### config.mk
export PLATFORM = sky130hd
export DESIGN_NAME = wifi_frame_classifier_stats_top
export DESIGN_NICKNAME = d
export VERILOG_FILES = /design/src/hdl/wfcs_pkg.sv /design/src/hdl/wifi_frame_classifier_stats_top.sv
export SDC_FILE = /design/constraint.sdc
export NUM_CORES = 2
export LEC_CHECK = 0
export BUFFER_PORTS_ARGS = -buffer_cell sky130_fd_sc_hd__buf_2
export CORE_ASPECT_RATIO = 1.5
export CORE_MARGIN = 5
export CORE_UTILIZATION = 60
export CTS_CLUSTER_DIAMETER = 200
export DETAILED_ROUTE_END_ITERATION = 8
export HOLD_SLACK_MARGIN = 0.12
export PLACE_DENSITY_LB_ADDON = 0.15
export SYNTH_ARGS = -nofsm -noshare
export SYNTH_HDL_FRONTEND = slang
export SYNTH_SLANG_ARGS = --single-unit
### constraint.sdc
create_clock -name aclk -period 55.5 [get_ports aclk]
set_input_delay 0 -clock aclk [delete_from_list [all_inputs] [get_ports aclk]]
set_output_delay 0 -clock aclk [all_outputs]
set_load 0.005 [all_outputs]
### src/hdl/wfcs_pkg.sv
// Types and constants shared by the 802.11 frame classifier and statistics block.
package wfcs_pkg;

    localparam int MAX_FRAME_BYTES = 512;
    localparam int SSID_KEEP_BYTES = 22;
    localparam int SSID_SLOTS      = 22;
    localparam int SSID_TAG_START  = 26;
    localparam int POS_W           = $clog2(MAX_FRAME_BYTES + 1);
    localparam int IDX_W           = $clog2(SSID_SLOTS + 1);
    localparam int CNT_W           = 32;
    localparam int LEN_SUM_W       = POS_W + 1;

    localparam logic [1:0] TYPE_MGMT     = 2'd0;
    localparam logic [1:0] TYPE_DATA     = 2'd2;
    localparam logic [3:0] SUB_PROBE_REQ = 4'd4;
    localparam logic [3:0] SUB_PROBE_RSP = 4'd5;
    localparam logic [3:0] SUB_BEACON    = 4'd8;

    localparam logic signed [7:0] RSSI_RESET = -8'sd100;

    typedef struct packed {
        logic [7:0]        byte_value;
        logic              has_byte;
        logic              frame_end;
        logic signed [7:0] frame_rssi;
    } in_item_t;

    typedef struct packed {
        logic [31:0]       packet_count;
        logic [31:0]       beacon_count;
        logic [31:0]       probe_count;
        logic [31:0]       data_count;
        logic [31:0]       other_count;
        logic              data_seen;
        logic signed [7:0] last_rssi;
        logic              ssid_valid;
        logic [4:0]        ssid_length;
        logic [63:0]       ssid_bytes_low;
        logic [63:0]       ssid_bytes_mid;
        logic [47:0]       ssid_bytes_high;
    } out_item_t;

endpackage

### src/hdl/wifi_frame_classifier_stats_top.sv
// Top level of the 802.11 frame classifier with live frame statistics.
//
// The input channel (s_valid, s_ready, s_item) carries one frame byte per item,
// or an empty end marker when has_byte is low. The item with frame_end high
// closes the frame and carries its RSSI. Items without frame_end produce no
// result. Each frame end produces exactly one statistics snapshot on the result
// channel (m_valid, m_ready, m_item), through the output register or the skid register.
// All per-byte work is done in the cycle the item is accepted, so one item can
// be accepted every cycle while s_ready is high; the throughput is then one item per cycle.
// The result side has an output register and a skid register, so an item is
// still accepted while one snapshot waits for the receiver. When both hold a
// snapshot, s_ready drops until the receiver takes one.
// The synchronous active-low reset clears all counters, the frame position,
// the stored SSID length and presence flag, and sets the last RSSI to -100.
// Bytes beyond the maximum frame size are ignored.
module wifi_frame_classifier_stats_top
    import wfcs_pkg::*;
(
    input  logic      aclk,
    input  logic      aresetn,
    input  logic      s_valid,
    output logic      s_ready,
    input  in_item_t  s_item,
    output logic      m_valid,
    input  logic      m_ready,
    output out_item_t m_item
);

    logic [POS_W-1:0] pos_reg, pos_next;
    logic [5:0]       kind_reg, kind_next;
    logic [7:0]       decl_reg, decl_next;
    logic [7:0]       cand_reg [SSID_SLOTS];
    logic [7:0]       cand_next [SSID_SLOTS];
    logic [7:0]       stored_reg [SSID_SLOTS];
    logic [7:0]       stored_next [SSID_SLOTS];
    logic [IDX_W-1:0] stored_len_reg, stored_len_next;
    logic             present_reg, present_next;
    logic [CNT_W-1:0] pkt_cnt_reg, pkt_cnt_next;
    logic [CNT_W-1:0] bcn_cnt_reg, bcn_cnt_next;
    logic [CNT_W-1:0] prb_cnt_reg, prb_cnt_next;
    logic [CNT_W-1:0] dat_cnt_reg, dat_cnt_next;
    logic [CNT_W-1:0] oth_cnt_reg, oth_cnt_next;
    logic             seen_reg, seen_next;
    logic signed [7:0] rssi_reg, rssi_next;

    logic             out_valid_reg, skid_valid_reg;
    out_item_t        out_reg, skid_reg;
    out_item_t        res;

    logic             in_accept;
    logic             produce;
    logic [POS_W-1:0] frame_len;
    logic [POS_W-1:0] tag_off;
    logic [1:0]       f_type;
    logic [3:0]       f_sub;
    logic             commit;
    logic [IDX_W-1:0] keep_len;
    logic [8*SSID_SLOTS-1:0] ssid_flat;

    assign s_ready   = !skid_valid_reg;
    assign in_accept = s_valid && s_ready;
    assign produce   = in_accept && s_item.frame_end;
    assign tag_off   = pos_reg - POS_W'(SSID_TAG_START);

    always_comb begin
        pos_next        = pos_reg;
        kind_next       = kind_reg;
        decl_next       = decl_reg;
        cand_next       = cand_reg;
        stored_next     = stored_reg;
        stored_len_next = stored_len_reg;
        present_next    = present_reg;
        pkt_cnt_next    = pkt_cnt_reg;
        bcn_cnt_next    = bcn_cnt_reg;
        prb_cnt_next    = prb_cnt_reg;
        dat_cnt_next    = dat_cnt_reg;
        oth_cnt_next    = oth_cnt_reg;
        seen_next       = seen_reg;
        rssi_next       = rssi_reg;
        commit          = 1'b0;

        if (in_accept && s_item.has_byte && pos_reg < POS_W'(MAX_FRAME_BYTES)) begin
            if (pos_reg == '0) begin
                kind_next = s_item.byte_value[7:2];
            end else if (pos_reg == POS_W'(SSID_TAG_START - 1)) begin
                decl_next = s_item.byte_value;
            end else if (pos_reg >= POS_W'(SSID_TAG_START) &&
                         tag_off < POS_W'(SSID_KEEP_BYTES)) begin
                cand_next[tag_off[IDX_W-1:0]] = s_item.byte_value;
            end
            pos_next = pos_reg + 1'b1;
        end
        frame_len = pos_next;
        f_type    = kind_next[1:0];
        f_sub     = kind_next[5:2];
        keep_len  = (decl_next > 8'(SSID_KEEP_BYTES)) ?
                    IDX_W'(SSID_KEEP_BYTES) : decl_next[IDX_W-1:0];

        if (produce) begin
            pkt_cnt_next = pkt_cnt_reg + 1'b1;
            rssi_next    = s_item.frame_rssi;
            pos_next     = '0;
            if (frame_len == '0) begin
                oth_cnt_next = oth_cnt_reg + 1'b1;
            end else if (f_type == TYPE_MGMT) begin
                if (f_sub == SUB_BEACON) begin
                    bcn_cnt_next = bcn_cnt_reg + 1'b1;
                end else if (f_sub == SUB_PROBE_REQ) begin
                    prb_cnt_next = prb_cnt_reg + 1'b1;
                    commit = (frame_len >= POS_W'(SSID_TAG_START)) && (decl_next != 8'd0) &&
                             (LEN_SUM_W'(SSID_TAG_START) + LEN_SUM_W'(decl_next)
                              <= LEN_SUM_W'(frame_len));
                end else if (f_sub == SUB_PROBE_RSP) begin
                    prb_cnt_next = prb_cnt_reg + 1'b1;
                end else begin
                    oth_cnt_next = oth_cnt_reg + 1'b1;
                end
            end else if (f_type == TYPE_DATA) begin
                dat_cnt_next = dat_cnt_reg + 1'b1;
                seen_next    = 1'b1;
            end else begin
                oth_cnt_next = oth_cnt_reg + 1'b1;
            end
        end

        if (commit) begin
            stored_next     = cand_next;
            stored_len_next = keep_len;
            present_next    = 1'b1;
        end
    end

    always_comb begin
        for (int i = 0; i < SSID_SLOTS; i++) begin
            ssid_flat[8*i +: 8] = (IDX_W'(i) < stored_len_next) ? stored_next[i] : 8'd0;
        end
        res.packet_count    = pkt_cnt_next;
        res.beacon_count    = bcn_cnt_next;
        res.probe_count     = prb_cnt_next;
        res.data_count      = dat_cnt_next;
        res.other_count     = oth_cnt_next;
        res.data_seen       = seen_next;
        res.last_rssi       = rssi_next;
        res.ssid_valid      = present_next;
        res.ssid_length     = 5'(stored_len_next);
        res.ssid_bytes_low  = ssid_flat[63:0];
        res.ssid_bytes_mid  = ssid_flat[127:64];
        res.ssid_bytes_high = ssid_flat[175:128];
    end

    always_ff @(posedge aclk) begin
        if (!aresetn) begin
            pos_reg        <= '0;
            kind_reg       <= '0;
            decl_reg       <= '0;
            stored_len_reg <= '0;
            present_reg    <= 1'b0;
            pkt_cnt_reg    <= '0;
            bcn_cnt_reg    <= '0;
            prb_cnt_reg    <= '0;
            dat_cnt_reg    <= '0;
            oth_cnt_reg    <= '0;
            seen_reg       <= 1'b0;
            rssi_reg       <= RSSI_RESET;
        end else begin
            pos_reg        <= pos_next;
            kind_reg       <= kind_next;
            decl_reg       <= decl_next;
            stored_len_reg <= stored_len_next;
            present_reg    <= present_next;
            pkt_cnt_reg    <= pkt_cnt_next;
            bcn_cnt_reg    <= bcn_cnt_next;
            prb_cnt_reg    <= prb_cnt_next;
            dat_cnt_reg    <= dat_cnt_next;
            oth_cnt_reg    <= oth_cnt_next;
            seen_reg       <= seen_next;
            rssi_reg       <= rssi_next;
        end
    end

    always_ff @(posedge aclk) begin
        cand_reg   <= cand_next;
        stored_reg <= stored_next;
    end

    always_ff @(posedge aclk) begin
        if (!aresetn) begin
            out_valid_reg  <= 1'b0;
            skid_valid_reg <= 1'b0;
        end else if (!out_valid_reg || m_ready) begin
            if (skid_valid_reg) begin
                out_valid_reg  <= 1'b1;
                skid_valid_reg <= 1'b0;
            end else begin
                out_valid_reg <= produce;
            end
        end else if (produce) begin
            skid_valid_reg <= 1'b1;
        end
    end

    always_ff @(posedge aclk) begin
        if (!out_valid_reg || m_ready) begin
            out_reg <= skid_valid_reg ? skid_reg : res;
        end else if (produce) begin
            skid_reg <= res;
        end
    end

    assign m_valid = out_valid_reg;
    assign m_item  = out_reg;

    a_skid_implies_out: assert property (@(posedge aclk) disable iff (!aresetn)
        skid_valid_reg |-> out_valid_reg)
        else $error("Skid register holds an item while the output register is empty.");

    a_packet_count_step: assert property (@(posedge aclk) disable iff (!aresetn)
        produce |=> pkt_cnt_reg == $past(pkt_cnt_reg) + 1'b1)
        else $error("Packet counter did not advance by one at frame end.");

    a_ssid_len_matches: assert property (@(posedge aclk) disable iff (!aresetn)
        present_reg == (stored_len_reg != '0))
        else $error("SSID presence flag disagrees with the stored SSID length.");

    a_pos_bounded: assert property (@(posedge aclk) disable iff (!aresetn)
        pos_reg <= POS_W'(MAX_FRAME_BYTES))
        else $error("Frame byte position exceeds the maximum frame size.");

    a_frame_end_clears_pos: assert property (@(posedge aclk) disable iff (!aresetn)
        produce |=> pos_reg == '0)
        else $error("Frame byte position not cleared after frame end.");

endmodule
# Yosys cells after proc, flatten, opt, wreduce, memory -nomap -nowiden
# Index checks and enable logic that the tools add are counted.
# totals
register_bits	1255
in_bits	22
out_inout_bits	353
wordCells	219
# classes
addsub	8
order_cmp	30
n_eq_ne	5
muxes	73
bitwise	3
reduce_logical	18
# ops
cell	count
two-way mux 176 bit	5
two-way mux 32 bit	22
two-way mux 351 bit	1
two-way mux 8 bit	27
bitwise mux 176 bit	1
adder 32 x 1 -> 32 bit, second input constant	5
demux 8 bit (select 5 bit)	1
< comparator 4 x 5 -> 1 bit, first input constant	8
< comparator 5 bit, first input constant	6
>= comparator 10 x 5 -> 1 bit, second input constant	2
logical NOT 10 bit	2
< comparator 3 x 5 -> 1 bit, first input constant	4
two-way mux 6 bit	2
two-way mux 1 bit	11
adder 10 x 1 -> 10 bit, second input constant	1
== test 10 x 5 -> 1 bit, second input constant	1
<= comparator 9 x 10 -> 1 bit	1
< comparator 1 x 5 -> 1 bit, first input constant	2
< comparator 10 bit, second input constant	1
< comparator 10 x 5 -> 1 bit, second input constant	1
< comparator 2 x 5 -> 1 bit, first input constant	2
two-way mux 10 bit	1
two-way mux 5 bit	2
subtractor 10 x 5 -> 10 bit, second input constant	1
other kinds (16)	27

# Depth between registers and ports, before layout
# depth
depth_word	17
depth_mapped	24
ltp_nobuf	17

# Worst setup path before layout
# OpenSTA, ideal clock, no wires.
# synth_timing
path_kind	in2reg
start	input port m_ready
end	register skid_reg[0] in the netlist's numbering, enable pin
setup_ns	5.307
t_arrival_ns	45.187
t_required_ns	50.193
setup_slack_ns	5.006
stages	2
n_path_buf	0
path_cell_list	nand2b_1 -> nor2_1
# synth_between
elab_chain_cells	3
# synth_rtl
element	line_no	rtl
from (decl)	wifi_frame_classifier_stats_top.sv:25	input logic m_ready,
logical OR 1 bit	wifi_frame_classifier_stats_top.sv:203	if (!out_valid_reg || m_ready) begin
inverter 1 bit (no line)	--	
AND reduction 2 bit (no line)	--	
to (signal assigned)	wifi_frame_classifier_stats_top.sv:206	skid_reg <= res;
to (decl)	wifi_frame_classifier_stats_top.sv:47	out_item_t out_reg, skid_reg;
# No other way between the ends.
# A chain may end at the register's enable or synchronous reset.

==> results.cfg <==
[outcome]
outcome = finished, final reports clean

[placement]
dp_cells = 5648
place_ws_ns = 46.84
numPortBuffers = 374
gp_congestion = 0.8562
dp_hpwl_um = 76670

[layout]
area_growth_pct = 12.99
multi_input_area_mm2 = 0.01737
seqCellArea_mm2 = 0.03215
final_common_cell = edfxtp_1
layout_common_cells = edfxtp_1, nand2_1, dfxtp_1, buf_2, mux2_2
final_util = 0.6800
final_cell_count_no_fill = 5892
fillers = 6377
layout.nets = 4706
drive_gt1_frac = 0.1936
diodes = 0

[global_routing]
grtUsageTotal = 0.2643
antenna_found_initial = 0
gr-total-overflow = 0
grt_pass1_wl_um = 189600
grt_pass1_vias = 33160
grt_start_max_net_pins = 157

[timing]
fin_ws_ns = 46.65
clock.fmax_mhz = 113.0
tightest_slew_ns = 1.252
min_period_ns = 8.852
finalCritPeriodShare = 0.1595
finalClockSkew_ns = 0.02412
slew_headroom = 0.1586
finalHoldViolCount = 0
rsz0062_at_grt = no
finalSetupViolations = 0
setup_tns_ns = 0
report.final.slew_viol_count = 0

[cts]
htree_levels = 3
clkTransAtPathRegs_ns = 0.07
tritoncts = done
cts_sinks = 1255
cts_max_path_buffers = 3
cts_resized = 0
clock_latency_ns = 0.71
cts_buffers = 111
cts_root_buf = clkbuf_16

[critical_path]
critPathKind = reg2reg
start_kind = register
end_kind = register
cp_data_required_time_ns = 55.94
worstPathMaxFanout = 155
arrival_ns = 9.29

[floorplan]
core_mm2 = 0.08474
rows = 131
start_util = 0.6018
die_w_um = 248.0
io_pins = 375
die_area_mm2 = 0.09105
die_h_um = 367.1

[yosys]
syn_nets = 4383
synthesis.instances = 4340
ys_seq_elements = 1255
synth_cell_types = 73
ys_async_sr_fraction = 0
synth_edf_count = 702
yosysWarningCount = 0
ys.flop_type = edfxtp_1
synth_area_per_cell_um2 = 11.75
syn_area_mm2 = 0.05100
ys_seq_area_frac = 0.6304

[run]
max_cap_violations = 0

[drt]
first_pass_iters = 6
via_per_inst = 5.738
ant_nets = 0
wl_per_cell_um = 20.76
via_count = 33810
drt_iter0_drc = 2538
drc_errors = 0
routed_wl_um = 122300

[pwr]
leakagePower_nw = 25.58
pwr_density_cell_mw_per_mm2 = 31.08
ir_worst_vdd_mv = 0.02720

[hold_path]
hold_class = in2reg
cells by family (layout without fill, tap and decap cells):
group | Yosys count | count (layout) | share of synthesized area
AND/OR/NAND/NOR | 1564 | 1564 | 0.1492
flip-flops | 1255 | 1255 | 0.6304
AO/OA/AOI/OAI | 531 | 531 | 0.06983
multiplexers | 412 | 412 | 0.08749
buffers and inverters | 395 | 817 | 0.03003
XOR/XNOR | 162 | 162 | 0.02782
adder cells (fa/ha/maj) | 21 | 21 | 0.005152
stage by stage:
step	hold WS, ns	power, mW	cell area, um^2
6_report	0.2079	1.791	57620
5_1_grt	0.2066	1.849	57620
4_1_cts	0.1615	1.805	57620
3_5_place_dp	0.2378	1.060	53760
3_3_place_gp	0.2368	1.059	53760
2_1_floorplan	0.1419	1.038	51000
power by group:
| group | switching, mW | internal (mW) |
|---|---|---|
| registers | 0.00639 | 0.988 |
| logic | 0.0308 | 0.0154 |
| clock network | 0.338 | 0.412 |
path summary, 6_finish.rpt:
path                                     start             end  slack, ns  depth (start not counted)
worst max-delay path            skid_valid_reg    skid_reg[22]      46.65                         21
worst min-delay path                 s_item[0]   skid_reg[182]       0.21                          4
worst max register to register  skid_valid_reg    skid_reg[22]      46.65                         21
worst min register to register  stored_reg[36]  stored_reg[36]       0.44                          2
area by class of cell:
cell class / instances / area share
multi-input cells: 2690 / 0.3014
repair buffers: 453 / 0.04464
flip-flops and latches: 1255 / 0.5580
clock inverters: 56 / 0.007296
clock buffers: 156 / 0.05411
well taps: 1130 / 0.02454
inverters: 152 / 0.01003
Yosys cell counts, types with 40 or more instances:
library cell    n  share of area
inv_1         150          0.011
and3_1         61         0.0075
mux2i_1       142          0.028
nand3_1       149          0.015
xor2_1         82          0.014
edfxtp_1      702           0.41
and2_1        172          0.021
nand2_1       567          0.042
a21oi_1        40         0.0039
nand2b_1       47         0.0058
mux2_2        270          0.060
xnor2_1        80          0.014
dfxtp_1       553           0.22
nor2_1        208          0.015
or3_1          58         0.0071
clkbuf_1      193          0.014
nor3_1        118          0.012
a31oi_1        71         0.0087
nand4_1        63         0.0077
o21ai_0       181          0.018
or2_2          43         0.0053
metal layers:
metal	global-route usage	part of all wire	routed length, um	up-vias
met1	0.3350	0.40	49270	16420
li1	-	-	-	16130
met5	0	0	0	-
met2	0.4588	0.50	61470	1031
met4	0.09981	0.035	4323	0
met3	0.03909	0.059	7229	225
critical path: stages (launching register included):
cell and delay (ns):
dfxtp_4 0.80, and4bb_1 0.36, nand4_1 0.13, buf_4 0.32
mux2i_1 0.45, inv_1 0.14, ha_1 0.25, nor2_1 0.17
nor2_1 0.08, xnor2_1 0.13, ha_1 0.29, and3_1 0.19
and4_1 0.19, a2111oi_0 0.73, a211oi_4 0.06, buf_4 0.30
nand2_8 0.63, buf_4 0.94, buf_4 0.73, buf_4 0.87
nor3_1 0.20, or2_2 0.32
what timing repair did:
item | 4_1_cts | 5_1_grt
setup buffers | 0 | 0
hold endpoints to repair | 261 | 0
hold buffers | 32 | 0
(Power assumes the default switching activity.)
